$ cat src/hw/rtl/ctc_greedy_decoder_core_defines.svh
// Assertion macros shared by the decoder modules.
`ifndef CTC_GREEDY_DECODER_CORE_DEFINES_SVH
`define CTC_GREEDY_DECODER_CORE_DEFINES_SVH

// Checks that the consequent holds in the same cycle as the antecedent.
`define CTCGD_ASSERT_NOW(lbl, clk, rstn, ante, cons) \
    lbl: assert property (@(posedge clk) disable iff (!rstn) (ante) |-> (cons)) \
        else $error("decoder assertion failed");

// Checks that the consequent holds in the cycle after the antecedent.
`define CTCGD_ASSERT_NEXT(lbl, clk, rstn, ante, cons) \
    lbl: assert property (@(posedge clk) disable iff (!rstn) (ante) |=> (cons)) \
        else $error("decoder assertion failed");

`endif

$ cat src/hw/rtl/ctcgd_pkg.sv
package ctcgd_pkg;

    // Default sizing of the decoder.
    localparam int MAX_CLASSES_DEF = 8192;
    localparam int MAX_STEPS_DEF   = 256;

    // Score format: unsigned Q1.15, where 32768 stands for 1.0.
    localparam int            SCORE_W   = 16;
    localparam logic [15:0]   SCORE_ONE = 16'd32768;

    // Index of the blank class.
    localparam int BLANK_INDEX = 0;

    // Configuration register widths and reset values.
    localparam int          CFG_CLS_W         = 14;
    localparam int          CFG_STP_W         = 9;
    localparam int          CFG_LBL_W         = 14;
    localparam logic [13:0] NUM_CLASSES_RST   = 14'd6625;
    localparam logic [8:0]  NUM_STEPS_RST     = 9'd40;
    localparam logic [13:0] LABEL_COUNT_RST   = 14'd6625;

    // Configuration port layout.
    localparam int          APB_ADDR_W        = 4;
    localparam int          APB_DATA_W        = 32;
    localparam logic [1:0]  REG_NUM_CLASSES   = 2'd0;
    localparam logic [1:0]  REG_NUM_STEPS     = 2'd1;
    localparam logic [1:0]  REG_LABEL_COUNT   = 2'd2;

    // Result kinds.
    localparam logic        KIND_CHAR         = 1'b0;
    localparam logic        KIND_SUMMARY      = 1'b1;

    // Depth of the event queue between front and back.
    localparam int QUEUE_DEPTH = 4;

    // Flags of one event passed from the front to the back.
    typedef struct packed {
        logic has_char;
        logic ool;
        logic has_sum;
    } ctcgd_evt_flags_t;

endpackage

$ cat src/hw/rtl/ctcgd_front.sv
module ctcgd_front
    import ctcgd_pkg::*;
#(
    parameter int MAX_CLASSES = MAX_CLASSES_DEF,
    parameter int MAX_STEPS   = MAX_STEPS_DEF,
    parameter int IDX_W       = $clog2(MAX_CLASSES),
    parameter int CNT_W       = $clog2(MAX_STEPS + 1),
    parameter int TOT_W       = CNT_W + SCORE_W
) (
    input  logic                  aclk,
    input  logic                  aresetn,
    input  logic                  s_valid,
    output logic                  s_ready,
    input  logic [SCORE_W-1:0]    s_score_value,
    input  logic [CFG_CLS_W-1:0]  cfg_num_classes,
    input  logic [CFG_STP_W-1:0]  cfg_num_steps,
    input  logic [CFG_LBL_W-1:0]  cfg_label_count,
    output logic                  evt_valid,
    input  logic                  evt_ready,
    output ctcgd_evt_flags_t      evt_flags,
    output logic [IDX_W-1:0]      evt_index,
    output logic [SCORE_W-1:0]    evt_score,
    output logic [CNT_W-1:0]      evt_count,
    output logic [TOT_W-1:0]      evt_total
);

    localparam int STEP_W = (MAX_STEPS > 1) ? $clog2(MAX_STEPS) : 1;
    localparam int CMP_W  = (IDX_W + 1 > CFG_CLS_W) ? IDX_W + 1 : CFG_CLS_W;
    localparam int SCMP_W = (STEP_W + 1 > CFG_STP_W) ? STEP_W + 1 : CFG_STP_W;

    logic [SCORE_W-1:0] best_val_reg,   best_val_next;
    logic [IDX_W-1:0]   best_idx_reg,   best_idx_next;
    logic [IDX_W-1:0]   class_pos_reg,  class_pos_next;
    logic [STEP_W-1:0]  step_pos_reg,   step_pos_next;
    logic [IDX_W-1:0]   prev_idx_reg,   prev_idx_next;
    logic [TOT_W-1:0]   total_reg,      total_next;
    logic [CNT_W-1:0]   count_reg,      count_next;

    logic               accept;
    logic [SCORE_W-1:0] score_sat;
    logic               take;
    logic [SCORE_W-1:0] cur_val;
    logic [IDX_W-1:0]   cur_idx;
    logic [CMP_W-1:0]   eff_classes;
    logic [SCMP_W-1:0]  eff_steps;
    logic               row_end;
    logic               seq_end;
    logic               emit_char;
    logic [CNT_W-1:0]   count_after;
    logic [TOT_W-1:0]   total_after;

    // The front stalls only when the event queue is full.
    assign s_ready = evt_ready;
    assign accept  = s_valid && s_ready;

    // Saturate the score and compare it with the running row maximum.
    always_comb begin
        score_sat = (s_score_value > SCORE_ONE) ? SCORE_ONE : s_score_value;
        take      = (class_pos_reg == '0) || (score_sat > best_val_reg);
        cur_val   = take ? score_sat : best_val_reg;
        cur_idx   = take ? class_pos_reg : best_idx_reg;
    end

    // Clamp the row and sequence lengths into their legal range.
    always_comb begin
        if (cfg_num_classes == '0) begin
            eff_classes = CMP_W'(1);
        end else if (CMP_W'(cfg_num_classes) > CMP_W'(MAX_CLASSES)) begin
            eff_classes = CMP_W'(MAX_CLASSES);
        end else begin
            eff_classes = CMP_W'(cfg_num_classes);
        end
        if (cfg_num_steps == '0) begin
            eff_steps = SCMP_W'(1);
        end else if (SCMP_W'(cfg_num_steps) > SCMP_W'(MAX_STEPS)) begin
            eff_steps = SCMP_W'(MAX_STEPS);
        end else begin
            eff_steps = SCMP_W'(cfg_num_steps);
        end
    end

    // Classify the transaction: end of row, character, end of sequence.
    always_comb begin
        row_end   = (CMP_W'(class_pos_reg) + CMP_W'(1)) >= eff_classes;
        seq_end   = row_end && ((SCMP_W'(step_pos_reg) + SCMP_W'(1)) >= eff_steps);
        emit_char = row_end && (cur_idx != IDX_W'(BLANK_INDEX)) &&
                    !((step_pos_reg != '0) && (cur_idx == prev_idx_reg));
        count_after = count_reg + CNT_W'(emit_char);
        total_after = total_reg + (emit_char ? TOT_W'(cur_val) : '0);
    end

    // Event towards the back part.
    always_comb begin
        evt_valid          = accept && (emit_char || seq_end);
        evt_flags.has_char = emit_char;
        evt_flags.ool      = CMP_W'(cur_idx) >= CMP_W'(cfg_label_count);
        evt_flags.has_sum  = seq_end;
        evt_index          = cur_idx;
        evt_score          = cur_val;
        evt_count          = count_after;
        evt_total          = total_after;
    end

    // Next state of the row and sequence tracking.
    always_comb begin
        best_val_next  = best_val_reg;
        best_idx_next  = best_idx_reg;
        class_pos_next = class_pos_reg;
        step_pos_next  = step_pos_reg;
        prev_idx_next  = prev_idx_reg;
        total_next     = total_reg;
        count_next     = count_reg;
        if (accept) begin
            best_val_next  = cur_val;
            best_idx_next  = cur_idx;
            class_pos_next = class_pos_reg + IDX_W'(1);
            if (row_end) begin
                class_pos_next = '0;
                prev_idx_next  = cur_idx;
                step_pos_next  = step_pos_reg + STEP_W'(1);
                total_next     = total_after;
                count_next     = count_after;
            end
            if (seq_end) begin
                best_val_next = '0;
                best_idx_next = '0;
                step_pos_next = '0;
                prev_idx_next = '0;
                total_next    = '0;
                count_next    = '0;
            end
        end
    end

    always_ff @(posedge aclk) begin
        if (!aresetn) begin
            best_val_reg  <= '0;
            best_idx_reg  <= '0;
            class_pos_reg <= '0;
            step_pos_reg  <= '0;
            prev_idx_reg  <= '0;
            total_reg     <= '0;
            count_reg     <= '0;
        end else begin
            best_val_reg  <= best_val_next;
            best_idx_reg  <= best_idx_next;
            class_pos_reg <= class_pos_next;
            step_pos_reg  <= step_pos_next;
            prev_idx_reg  <= prev_idx_next;
            total_reg     <= total_next;
            count_reg     <= count_next;
        end
    end

endmodule

$ cat src/hw/rtl/ctcgd_queue.sv
`include "ctc_greedy_decoder_core_defines.svh"

module ctcgd_queue
    import ctcgd_pkg::*;
#(
    parameter int DATA_W = 8,
    parameter int DEPTH  = QUEUE_DEPTH
) (
    input  logic              aclk,
    input  logic              aresetn,
    input  logic              push,
    output logic              full,
    input  logic [DATA_W-1:0] din,
    output logic              not_empty,
    input  logic              pop,
    output logic [DATA_W-1:0] dout
);

    localparam int PTR_W = (DEPTH > 1) ? $clog2(DEPTH) : 1;
    localparam int QCNT_W = $clog2(DEPTH + 1);

    logic [DATA_W-1:0] entry_reg [DEPTH];
    logic [PTR_W-1:0]  wr_ptr_reg, wr_ptr_next;
    logic [PTR_W-1:0]  rd_ptr_reg, rd_ptr_next;
    logic [QCNT_W-1:0] count_reg,  count_next;

    assign full      = (count_reg == QCNT_W'(DEPTH));
    assign not_empty = (count_reg != '0);
    assign dout      = entry_reg[rd_ptr_reg];

    // Pointer and fill level update, wrapping at the queue depth.
    always_comb begin
        wr_ptr_next = wr_ptr_reg;
        rd_ptr_next = rd_ptr_reg;
        count_next  = count_reg;
        if (push) begin
            wr_ptr_next = (wr_ptr_reg == PTR_W'(DEPTH - 1)) ? '0 : wr_ptr_reg + PTR_W'(1);
        end
        if (pop) begin
            rd_ptr_next = (rd_ptr_reg == PTR_W'(DEPTH - 1)) ? '0 : rd_ptr_reg + PTR_W'(1);
        end
        if (push && !pop) begin
            count_next = count_reg + QCNT_W'(1);
        end else if (pop && !push) begin
            count_next = count_reg - QCNT_W'(1);
        end
    end

    always_ff @(posedge aclk) begin
        if (!aresetn) begin
            wr_ptr_reg <= '0;
            rd_ptr_reg <= '0;
            count_reg  <= '0;
        end else begin
            wr_ptr_reg <= wr_ptr_next;
            rd_ptr_reg <= rd_ptr_next;
            count_reg  <= count_next;
        end
    end

    // Storage of the queued events.
    always_ff @(posedge aclk) begin
        if (push) begin
            entry_reg[wr_ptr_reg] <= din;
        end
    end

    // The front must never push into a full queue.
    `CTCGD_ASSERT_NOW(a_q_no_overflow, aclk, aresetn, push, !full)
    // A push without a pop grows the fill level by exactly one.
    `CTCGD_ASSERT_NEXT(a_q_grow, aclk, aresetn, push && !pop, count_reg == $past(count_reg) + 1'b1)

endmodule

$ cat src/hw/rtl/ctcgd_back.sv
`include "ctc_greedy_decoder_core_defines.svh"

module ctcgd_back
    import ctcgd_pkg::*;
#(
    parameter int IDX_W = $clog2(MAX_CLASSES_DEF),
    parameter int CNT_W = $clog2(MAX_STEPS_DEF + 1),
    parameter int TOT_W = CNT_W + SCORE_W
) (
    input  logic                aclk,
    input  logic                aresetn,
    input  logic                q_valid,
    output logic                q_ready,
    input  ctcgd_evt_flags_t    q_flags,
    input  logic [IDX_W-1:0]    q_index,
    input  logic [SCORE_W-1:0]  q_score,
    input  logic [CNT_W-1:0]    q_count,
    input  logic [TOT_W-1:0]    q_total,
    output logic                m_valid,
    input  logic                m_ready,
    output logic                m_result_kind,
    output logic [IDX_W-1:0]    m_class_index,
    output logic [SCORE_W-1:0]  m_char_score,
    output logic                m_out_of_labels,
    output logic [CNT_W-1:0]    m_char_count,
    output logic [SCORE_W-1:0]  m_avg_score,
    output logic                m_empty_result,
    output logic                m_last_of_run
);

    localparam int DCNT_W = $clog2(TOT_W + 1);

    localparam logic [1:0] ST_IDLE = 2'd0;
    localparam logic [1:0] ST_DIV  = 2'd1;
    localparam logic [1:0] ST_SUM  = 2'd2;

    logic [1:0]         state_reg,    state_next;
    logic [DCNT_W-1:0]  div_cnt_reg,  div_cnt_next;
    logic [CNT_W-1:0]   rem_reg,      rem_next;
    logic [TOT_W-1:0]   quo_reg,      quo_next;
    logic [CNT_W-1:0]   divisor_reg,  divisor_next;

    logic               out_valid_reg, out_valid_next;
    logic               out_kind_reg,  out_kind_next;
    logic [IDX_W-1:0]   out_index_reg, out_index_next;
    logic [SCORE_W-1:0] out_score_reg, out_score_next;
    logic               out_ool_reg,   out_ool_next;
    logic [CNT_W-1:0]   out_count_reg, out_count_next;
    logic [SCORE_W-1:0] out_avg_reg,   out_avg_next;
    logic               out_empty_reg, out_empty_next;
    logic               out_last_reg,  out_last_next;

    logic               slot_free;
    logic               pop;
    logic [CNT_W:0]     trial;
    logic [CNT_W:0]     diff;
    logic               trial_ge;

    assign slot_free = !out_valid_reg || m_ready;
    assign q_ready   = (state_reg == ST_IDLE) && slot_free;
    assign pop       = q_valid && q_ready;

    // One restoring division step: one quotient bit per cycle.
    always_comb begin
        trial    = {rem_reg, quo_reg[TOT_W-1]};
        diff     = trial - {1'b0, divisor_reg};
        trial_ge = trial >= {1'b0, divisor_reg};
    end

    // Sequencer: emit characters, divide for the summary, emit summaries.
    always_comb begin
        state_next     = state_reg;
        div_cnt_next   = div_cnt_reg;
        rem_next       = rem_reg;
        quo_next       = quo_reg;
        divisor_next   = divisor_reg;
        out_valid_next = out_valid_reg;
        out_kind_next  = out_kind_reg;
        out_index_next = out_index_reg;
        out_score_next = out_score_reg;
        out_ool_next   = out_ool_reg;
        out_count_next = out_count_reg;
        out_avg_next   = out_avg_reg;
        out_empty_next = out_empty_reg;
        out_last_next  = out_last_reg;

        if (out_valid_reg && m_ready) begin
            out_valid_next = 1'b0;
        end

        case (state_reg)
            ST_IDLE: begin
                if (pop) begin
                    if (q_flags.has_char) begin
                        out_valid_next = 1'b1;
                        out_kind_next  = KIND_CHAR;
                        out_index_next = q_index;
                        out_score_next = q_score;
                        out_ool_next   = q_flags.ool;
                        out_count_next = '0;
                        out_avg_next   = '0;
                        out_empty_next = 1'b0;
                        out_last_next  = 1'b0;
                    end
                    if (q_flags.has_sum) begin
                        rem_next     = '0;
                        quo_next     = q_total;
                        divisor_next = q_count;
                        div_cnt_next = DCNT_W'(TOT_W);
                        state_next   = ST_DIV;
                    end
                end
            end
            ST_DIV: begin
                rem_next     = trial_ge ? diff[CNT_W-1:0] : trial[CNT_W-1:0];
                quo_next     = {quo_reg[TOT_W-2:0], trial_ge};
                div_cnt_next = div_cnt_reg - DCNT_W'(1);
                if (div_cnt_reg == DCNT_W'(1)) begin
                    state_next = ST_SUM;
                end
            end
            ST_SUM: begin
                if (slot_free) begin
                    out_valid_next = 1'b1;
                    out_kind_next  = KIND_SUMMARY;
                    out_index_next = '0;
                    out_score_next = '0;
                    out_ool_next   = 1'b0;
                    out_count_next = divisor_reg;
                    out_avg_next   = (divisor_reg == '0) ? '0 : quo_reg[SCORE_W-1:0];
                    out_empty_next = (divisor_reg == '0);
                    out_last_next  = 1'b1;
                    state_next     = ST_IDLE;
                end
            end
            default: begin
                state_next = ST_IDLE;
            end
        endcase
    end

    // Control state.
    always_ff @(posedge aclk) begin
        if (!aresetn) begin
            state_reg     <= ST_IDLE;
            div_cnt_reg   <= '0;
            out_valid_reg <= 1'b0;
        end else begin
            state_reg     <= state_next;
            div_cnt_reg   <= div_cnt_next;
            out_valid_reg <= out_valid_next;
        end
    end

    // Datapath and output payload.
    always_ff @(posedge aclk) begin
        rem_reg       <= rem_next;
        quo_reg       <= quo_next;
        divisor_reg   <= divisor_next;
        out_kind_reg  <= out_kind_next;
        out_index_reg <= out_index_next;
        out_score_reg <= out_score_next;
        out_ool_reg   <= out_ool_next;
        out_count_reg <= out_count_next;
        out_avg_reg   <= out_avg_next;
        out_empty_reg <= out_empty_next;
        out_last_reg  <= out_last_next;
    end

    assign m_valid         = out_valid_reg;
    assign m_result_kind   = out_kind_reg;
    assign m_class_index   = out_index_reg;
    assign m_char_score    = out_score_reg;
    assign m_out_of_labels = out_ool_reg;
    assign m_char_count    = out_count_reg;
    assign m_avg_score     = out_avg_reg;
    assign m_empty_result  = out_empty_reg;
    assign m_last_of_run   = out_last_reg;

    // The divider always has steps left while it is running.
    `CTCGD_ASSERT_NOW(a_div_cnt_live, aclk, aresetn, state_reg == ST_DIV, div_cnt_reg != '0)
    // A summary is always the last result of its sequence, a character never.
    `CTCGD_ASSERT_NOW(a_last_is_summary, aclk, aresetn, out_valid_reg, out_last_reg == out_kind_reg)
    // An empty summary carries neither a count nor an average.
    `CTCGD_ASSERT_NOW(a_empty_summary, aclk, aresetn, out_valid_reg && out_empty_reg,
                      (out_count_reg == '0) && (out_avg_reg == '0))

endmodule

$ cat src/hw/rtl/ctc_greedy_decoder_core.sv
// CTC greedy decoder. Class scores (unsigned Q1.15, values above 1.0 saturate) stream in one
// per transaction, row by row; each row gives its best class (lowest index on a tie), and a
// character result goes out for every row whose best class is neither blank nor a repeat of
// the previous row. After the last row of a sequence a summary result follows with the
// character count and the truncated average score. The front accepts one score per cycle;
// it stalls only when its 4-entry event queue is full. The back loads a character result
// into its output register as it takes the event, so it appears on the next cycle. For each
// summary it divides the TOT_W-bit total (25 bits at default sizing) by the character count
// in its bit-serial divider, taking no events meanwhile, then loads the summary once its
// output register is free; the queue lets the next sequence's scores overlap that divide.
// Registers sit at byte addresses 0 (num_classes), 4 (num_steps) and 8 (label_count) and
// must only be written while the block is idle.
module ctc_greedy_decoder_core
    import ctcgd_pkg::*;
#(
    parameter int MAX_CLASSES = MAX_CLASSES_DEF,
    parameter int MAX_STEPS   = MAX_STEPS_DEF,
    parameter int IDX_W       = $clog2(MAX_CLASSES),
    parameter int CNT_W       = $clog2(MAX_STEPS + 1)
) (
    input  logic                  aclk,
    input  logic                  aresetn,
    input  logic                  psel,
    input  logic                  penable,
    input  logic                  pwrite,
    input  logic [APB_ADDR_W-1:0] paddr,
    input  logic [APB_DATA_W-1:0] pwdata,
    output logic [APB_DATA_W-1:0] prdata,
    output logic                  pready,
    input  logic                  s_valid,
    output logic                  s_ready,
    input  logic [SCORE_W-1:0]    s_score_value,
    output logic                  m_valid,
    input  logic                  m_ready,
    output logic                  m_result_kind,
    output logic [IDX_W-1:0]      m_class_index,
    output logic [SCORE_W-1:0]    m_char_score,
    output logic                  m_out_of_labels,
    output logic [CNT_W-1:0]      m_char_count,
    output logic [SCORE_W-1:0]    m_avg_score,
    output logic                  m_empty_result,
    output logic                  m_last_of_run
);

    localparam int TOT_W = CNT_W + SCORE_W;
    localparam int FLG_W = $bits(ctcgd_evt_flags_t);
    localparam int ENT_W = FLG_W + IDX_W + SCORE_W + CNT_W + TOT_W;

    logic [CFG_CLS_W-1:0] num_classes_reg;
    logic [CFG_STP_W-1:0] num_steps_reg;
    logic [CFG_LBL_W-1:0] label_count_reg;
    logic                 cfg_write;

    logic                 evt_valid;
    logic                 evt_ready;
    ctcgd_evt_flags_t     evt_flags;
    logic [IDX_W-1:0]     evt_index;
    logic [SCORE_W-1:0]   evt_score;
    logic [CNT_W-1:0]     evt_count;
    logic [TOT_W-1:0]     evt_total;

    logic                 q_full;
    logic                 q_valid;
    logic                 q_ready;
    logic [ENT_W-1:0]     q_din;
    logic [ENT_W-1:0]     q_dout;
    ctcgd_evt_flags_t     q_flags;
    logic [IDX_W-1:0]     q_index;
    logic [SCORE_W-1:0]   q_score;
    logic [CNT_W-1:0]     q_count;
    logic [TOT_W-1:0]     q_total;

    // Configuration port: a write lands in the access phase, pready is always high.
    assign pready    = 1'b1;
    assign cfg_write = psel && penable && pwrite && pready;

    always_ff @(posedge aclk) begin
        if (!aresetn) begin
            num_classes_reg <= NUM_CLASSES_RST;
            num_steps_reg   <= NUM_STEPS_RST;
            label_count_reg <= LABEL_COUNT_RST;
        end else if (cfg_write) begin
            case (paddr[3:2])
                REG_NUM_CLASSES: num_classes_reg <= pwdata[CFG_CLS_W-1:0];
                REG_NUM_STEPS:   num_steps_reg   <= pwdata[CFG_STP_W-1:0];
                REG_LABEL_COUNT: label_count_reg <= pwdata[CFG_LBL_W-1:0];
                default: begin
                end
            endcase
        end
    end

    // Register read-back.
    always_comb begin
        case (paddr[3:2])
            REG_NUM_CLASSES: prdata = APB_DATA_W'(num_classes_reg);
            REG_NUM_STEPS:   prdata = APB_DATA_W'(num_steps_reg);
            REG_LABEL_COUNT: prdata = APB_DATA_W'(label_count_reg);
            default:         prdata = '0;
        endcase
    end

    // Front part: row maximum, repeat and blank filtering, sequence totals.
    ctcgd_front #(
        .MAX_CLASSES (MAX_CLASSES),
        .MAX_STEPS   (MAX_STEPS),
        .IDX_W       (IDX_W),
        .CNT_W       (CNT_W),
        .TOT_W       (TOT_W)
    ) u_front (
        .aclk            (aclk),
        .aresetn         (aresetn),
        .s_valid         (s_valid),
        .s_ready         (s_ready),
        .s_score_value   (s_score_value),
        .cfg_num_classes (num_classes_reg),
        .cfg_num_steps   (num_steps_reg),
        .cfg_label_count (label_count_reg),
        .evt_valid       (evt_valid),
        .evt_ready       (evt_ready),
        .evt_flags       (evt_flags),
        .evt_index       (evt_index),
        .evt_score       (evt_score),
        .evt_count       (evt_count),
        .evt_total       (evt_total)
    );

    // Event queue between the two parts.
    assign evt_ready = !q_full;
    assign q_din     = {evt_flags, evt_index, evt_score, evt_count, evt_total};
    assign {q_flags, q_index, q_score, q_count, q_total} = q_dout;

    ctcgd_queue #(
        .DATA_W (ENT_W),
        .DEPTH  (QUEUE_DEPTH)
    ) u_queue (
        .aclk      (aclk),
        .aresetn   (aresetn),
        .push      (evt_valid),
        .full      (q_full),
        .din       (q_din),
        .not_empty (q_valid),
        .pop       (q_valid && q_ready),
        .dout      (q_dout)
    );

    // Back part: result formatting and the averaging divider.
    ctcgd_back #(
        .IDX_W (IDX_W),
        .CNT_W (CNT_W),
        .TOT_W (TOT_W)
    ) u_back (
        .aclk            (aclk),
        .aresetn         (aresetn),
        .q_valid         (q_valid),
        .q_ready         (q_ready),
        .q_flags         (q_flags),
        .q_index         (q_index),
        .q_score         (q_score),
        .q_count         (q_count),
        .q_total         (q_total),
        .m_valid         (m_valid),
        .m_ready         (m_ready),
        .m_result_kind   (m_result_kind),
        .m_class_index   (m_class_index),
        .m_char_score    (m_char_score),
        .m_out_of_labels (m_out_of_labels),
        .m_char_count    (m_char_count),
        .m_avg_score     (m_avg_score),
        .m_empty_result  (m_empty_result),
        .m_last_of_run   (m_last_of_run)
    );

endmodule
$ cat config.mk
export PLATFORM = sky130hd
export DESIGN_NAME = ctc_greedy_decoder_core
export DESIGN_NICKNAME = d
export VERILOG_FILES = /design/src/hw/rtl/ctcgd_pkg.sv /design/src/hw/rtl/ctcgd_front.sv /design/src/hw/rtl/ctcgd_queue.sv /design/src/hw/rtl/ctcgd_back.sv /design/src/hw/rtl/ctc_greedy_decoder_core.sv
export VERILOG_INCLUDE_DIRS = /design/src /design/src/hw/rtl
export SDC_FILE = /design/constraint.sdc
export NUM_CORES = 1
export LEC_CHECK = 0
export BUFFER_PORTS_ARGS = -buffer_cell sky130_fd_sc_hd__buf_2
export CORE_MARGIN = 8
export CORE_UTILIZATION = 40
export DETAILED_ROUTE_END_ITERATION = 16
export PLACE_DENSITY = 0.54
export SKIP_LAST_GASP = 1
export SYNTH_ARGS = -nofsm -noshare
export SYNTH_HDL_FRONTEND = slang
export SYNTH_HIERARCHICAL = 1
export SYNTH_SLANG_ARGS = --single-unit
$ cat constraint.sdc
create_clock -name aclk -period 7.8 [get_ports aclk]
set_input_delay 0.78 -clock aclk [delete_from_list [all_inputs] [get_ports aclk]]
set_output_delay 0.78 -clock aclk [all_outputs]
set_load 0.005 [all_outputs]
==> run_results.csv <==
group,metric,value,unit
run_status,status,"completed",
run,maxCapViolations,0,
worst_setup_path,crit_arrival,7510,ps
clock_tree,post_cts_buffers,0,
placement,port_buffers,112,
final_layout,largest_reg_flops,264,
worst_setup_path,cp-start-kind,"register",
floorplanning,start_util,40.3,%
route,wl,58300,µm
power,p_per_area,273,nW/µm²
grt,grt_max_degree,88,
final_layout,diodes,0,
sta,fin_skew,16.1,ps
logic_synthesis,synth_cell_types,82,
power,p_leak,0.0109,µW
worst_setup_path,crit_required,8180,ps
grt,grt_pass1_wl,90500,µm
floorplanning,core,60100,µm²
clock_tree,worstSkewPairLatency,610,ps
logic_synthesis,async_flop_share,0,%
clock_tree,cts_max_level,2,
grt,first_global_vias,15827,
hold_path,min_path_type,"input pin to register",
route,drt_iter0_markers,973,
power,peakVddDrop,0.000176,V
worst_setup_path,crit_top_cell,"and3_1",
placement,dpl.hpwl,39000,µm
sta,tightest_slew,1020,ps
sta,max_slew_margin,32.3,%
logic_synthesis,synthFlopType,"edfxtp_1",
logic_synthesis,ys_warn_count,6,
route,vias,15546,
logic_synthesis,synth_edf_count,364,
floorplanning,pin_count,152,
final_layout,area_delta_synth_final,13.8,%
clock_tree,cts_root_buf,"clkbuf_16",
sta,whs,447,ps
floorplanning,die-area,68700,µm²
worst_setup_path,critical_path_class,"register to register",
final_layout,drive_gt1_share,16.7,%
floorplanning,fp.dieH,262,µm
worst_setup_path,timing.rr.start,"u_front/class_pos_reg[0]",
floorplanning,die_x,262,µm
worst_setup_path,crit_start,"u_front/class_pos_reg[0]",
sta,fin_setup_tns,0,ps
clock_tree,cts.repair.resized,0,
grt,antenna_found_initial,0,
placement,gp_congestion,0.874,
clock_tree,cts.sinks,515,
logic_synthesis,postSynthAreaPerCell,12.3,µm²
clock_tree,clkSlewWorstSetupHoldPaths,60,ps
clock_tree,cts_tree,"yes",
final_layout,fillCellCount,5523,
route,drc,0,
grt,grt_usage,16.9,%
sta,clock.fmax,0.140,GHz
sta,setup_viol,0,
clock_tree,postCtsHoldBufs,0,
final_layout,nNetsFinal,2243,
logic_synthesis,syn-cell-area,24200,µm²
route,postRouteAntennaNets,0,
route,wl_per_cell,20.0,µm
grt,grt_overflow_total,0,
worst_setup_path,max_stage_delay,710,ps
route,avgViaCountPerCell,5.32,
clock_tree,clockBufferDepth,3,
worst_setup_path,worst_path_max_delay_cell,"o41ai_1",
logic_synthesis,netlist_instances,1974,
sta,period_share,91.4,%
worst_setup_path,cp-end-kind,"register",
floorplanning,num_rows,90,
worst_setup_path,crit_fanout,12,
sta,period_needed,7130,ps
logic_synthesis,ys_ff_latch,515,
logic_synthesis,yosysSeqAreaShare,57.6,%
hold_path,worstHoldStart,"pwdata[12]",
sta,slew_violations,0,
sta,rsz0062_at_grt,"false",
clock_tree,cts_buffers,56,
route,drt-pass1-iter-count,5,
sta,hold_viol_final,0,
## logic make-up after synthesis
logic type / Yosys count / synth area share (%)
and+or+nand+nor: 672 / 13.9
DFF: 515 / 57.6
AOI/OAI and AO/OA: 285 / 8.21
buffers and inverters: 207 / 4.03
muxes: 142 / 9.28
adders and majority gates: 94 / 4.95
xor gates and xnor gates: 57 / 2.06
other: 2 / 0.0310
## layout make-up
| cell class | count | area, µm² | share of cell area [%] |
|---|---|---|---|
| repair buffers | 155 | 898 | 3.26 |
| inverters | 93 | 349 | 1.27 |
| multi-input cells | 1269 | 9390 | 34.1 |
| well taps | 782 | 978 | 3.55 |
| flip-flops and latches | 515 | 14000 | 50.6 |
| clock buffers | 82 | 1670 | 6.07 |
| clock inverters | 24 | 320 | 1.16 |
## cells in the mapped netlist (all sizes together), types with 5 or more instances
| library cell | n | area share, % |
|---|---|---|
| nand2b | 12 | 0.34 |
| or3 | 7 | 0.20 |
| o21a | 10 | 0.31 |
| xnor2 | 34 | 1.2 |
| nor2b | 64 | 1.7 |
| o211ai | 6 | 0.21 |
| a31oi | 5 | 0.13 |
| a21o | 12 | 0.38 |
| buf | 60 | 1.8 |
| a21boi | 35 | 1.1 |
| and3 | 41 | 1.1 |
| nand2 | 250 | 3.9 |
| clkbuf | 54 | 0.84 |
| mux2i | 76 | 3.1 |
| nand3b | 9 | 0.28 |
| inv | 92 | 1.4 |
| o21ai | 75 | 1.6 |
| ha | 91 | 4.7 |
| nor4 | 17 | 0.50 |
| nand3 | 71 | 1.5 |
| mux4 | 66 | 6.1 |
| dfxtp | 151 | 12 |
| nand4 | 11 | 0.35 |
| a221oi | 6 | 0.24 |
| o31ai | 20 | 0.64 |
| nor3 | 29 | 0.65 |
| edfxtp | 364 | 45 |
| a211oi | 14 | 0.48 |
| and2 | 59 | 1.5 |
| nor3b | 6 | 0.19 |
| nor2 | 86 | 1.4 |
| o22ai | 9 | 0.23 |
| xor2 | 23 | 0.83 |
| a22o | 25 | 0.90 |
| a21oi | 41 | 0.88 |
## placed cells by master, fill, tap and decap left out, types with 55 or more instances in the layout
cell	count
nand2_1	250
and2_1	55
edfxtp_1	364
buf_2	111
dfxtp_1	149
inv_1	92
nand3_1	70
o21ai_0	68
ha_1	91
mux2i_1	76
nor2b_1	64
mux4_2	66
nor2_1	75
clkbuf_16	58
## where the power goes
| part | leakage, µW | switching (µW) | internal (µW) | total [µW] |
|---|---|---|---|---|
| Clock | 0.000964 | 1100 | 1690 | 2790 |
| Sequential | 0.00492 | 170 | 3210 | 3380 |
| Combinational | 0.00505 | 775 | 568 | 1340 |
## worst paths after layout
kind | to | slack (ps) | depth (start not counted)
setup / recovery | u_queue/entry_reg[1][22] | 670 | 25
hold / removal | num_classes_reg[12] | 450 | 3
setup reg to reg | u_queue/entry_reg[1][22] | 670 | 25
hold reg to reg | u_front/best_val_reg[14] | 470 | 2
## per-stage QoR
stage	std cells	utilization (%)	setup slack, ps	total power [µW]	instance area, µm²
after floorplan	1991	-	1390	4390	24300
after global placement	2814	42.5	304	4790	25600
after detailed placement	2814	42.5	232	4810	25600
after CTS	2920	45.8	657	7630	27600
after global routing	2920	45.8	217	7880	27600
final	2920	45.8	670	7520	27600
## critical path, delay by kind of cell, from the launching register on
family	cells	cell delay, ps
xor+xnor	2	480
compound gates	7	2190
flops	1	520
simple gates	12	2640
fa+ha+maj	4	1060
## per-layer routing
metal,global-route usage [%],part of all wire (%),vias up
met3,2.48,3.8,89
met5,0,0,-
met2,29.0,49,310
met4,5.48,2.9,0
li1,-,-,7414
met1,21.7,45,7733
Power figures use the tool's default switching activity.
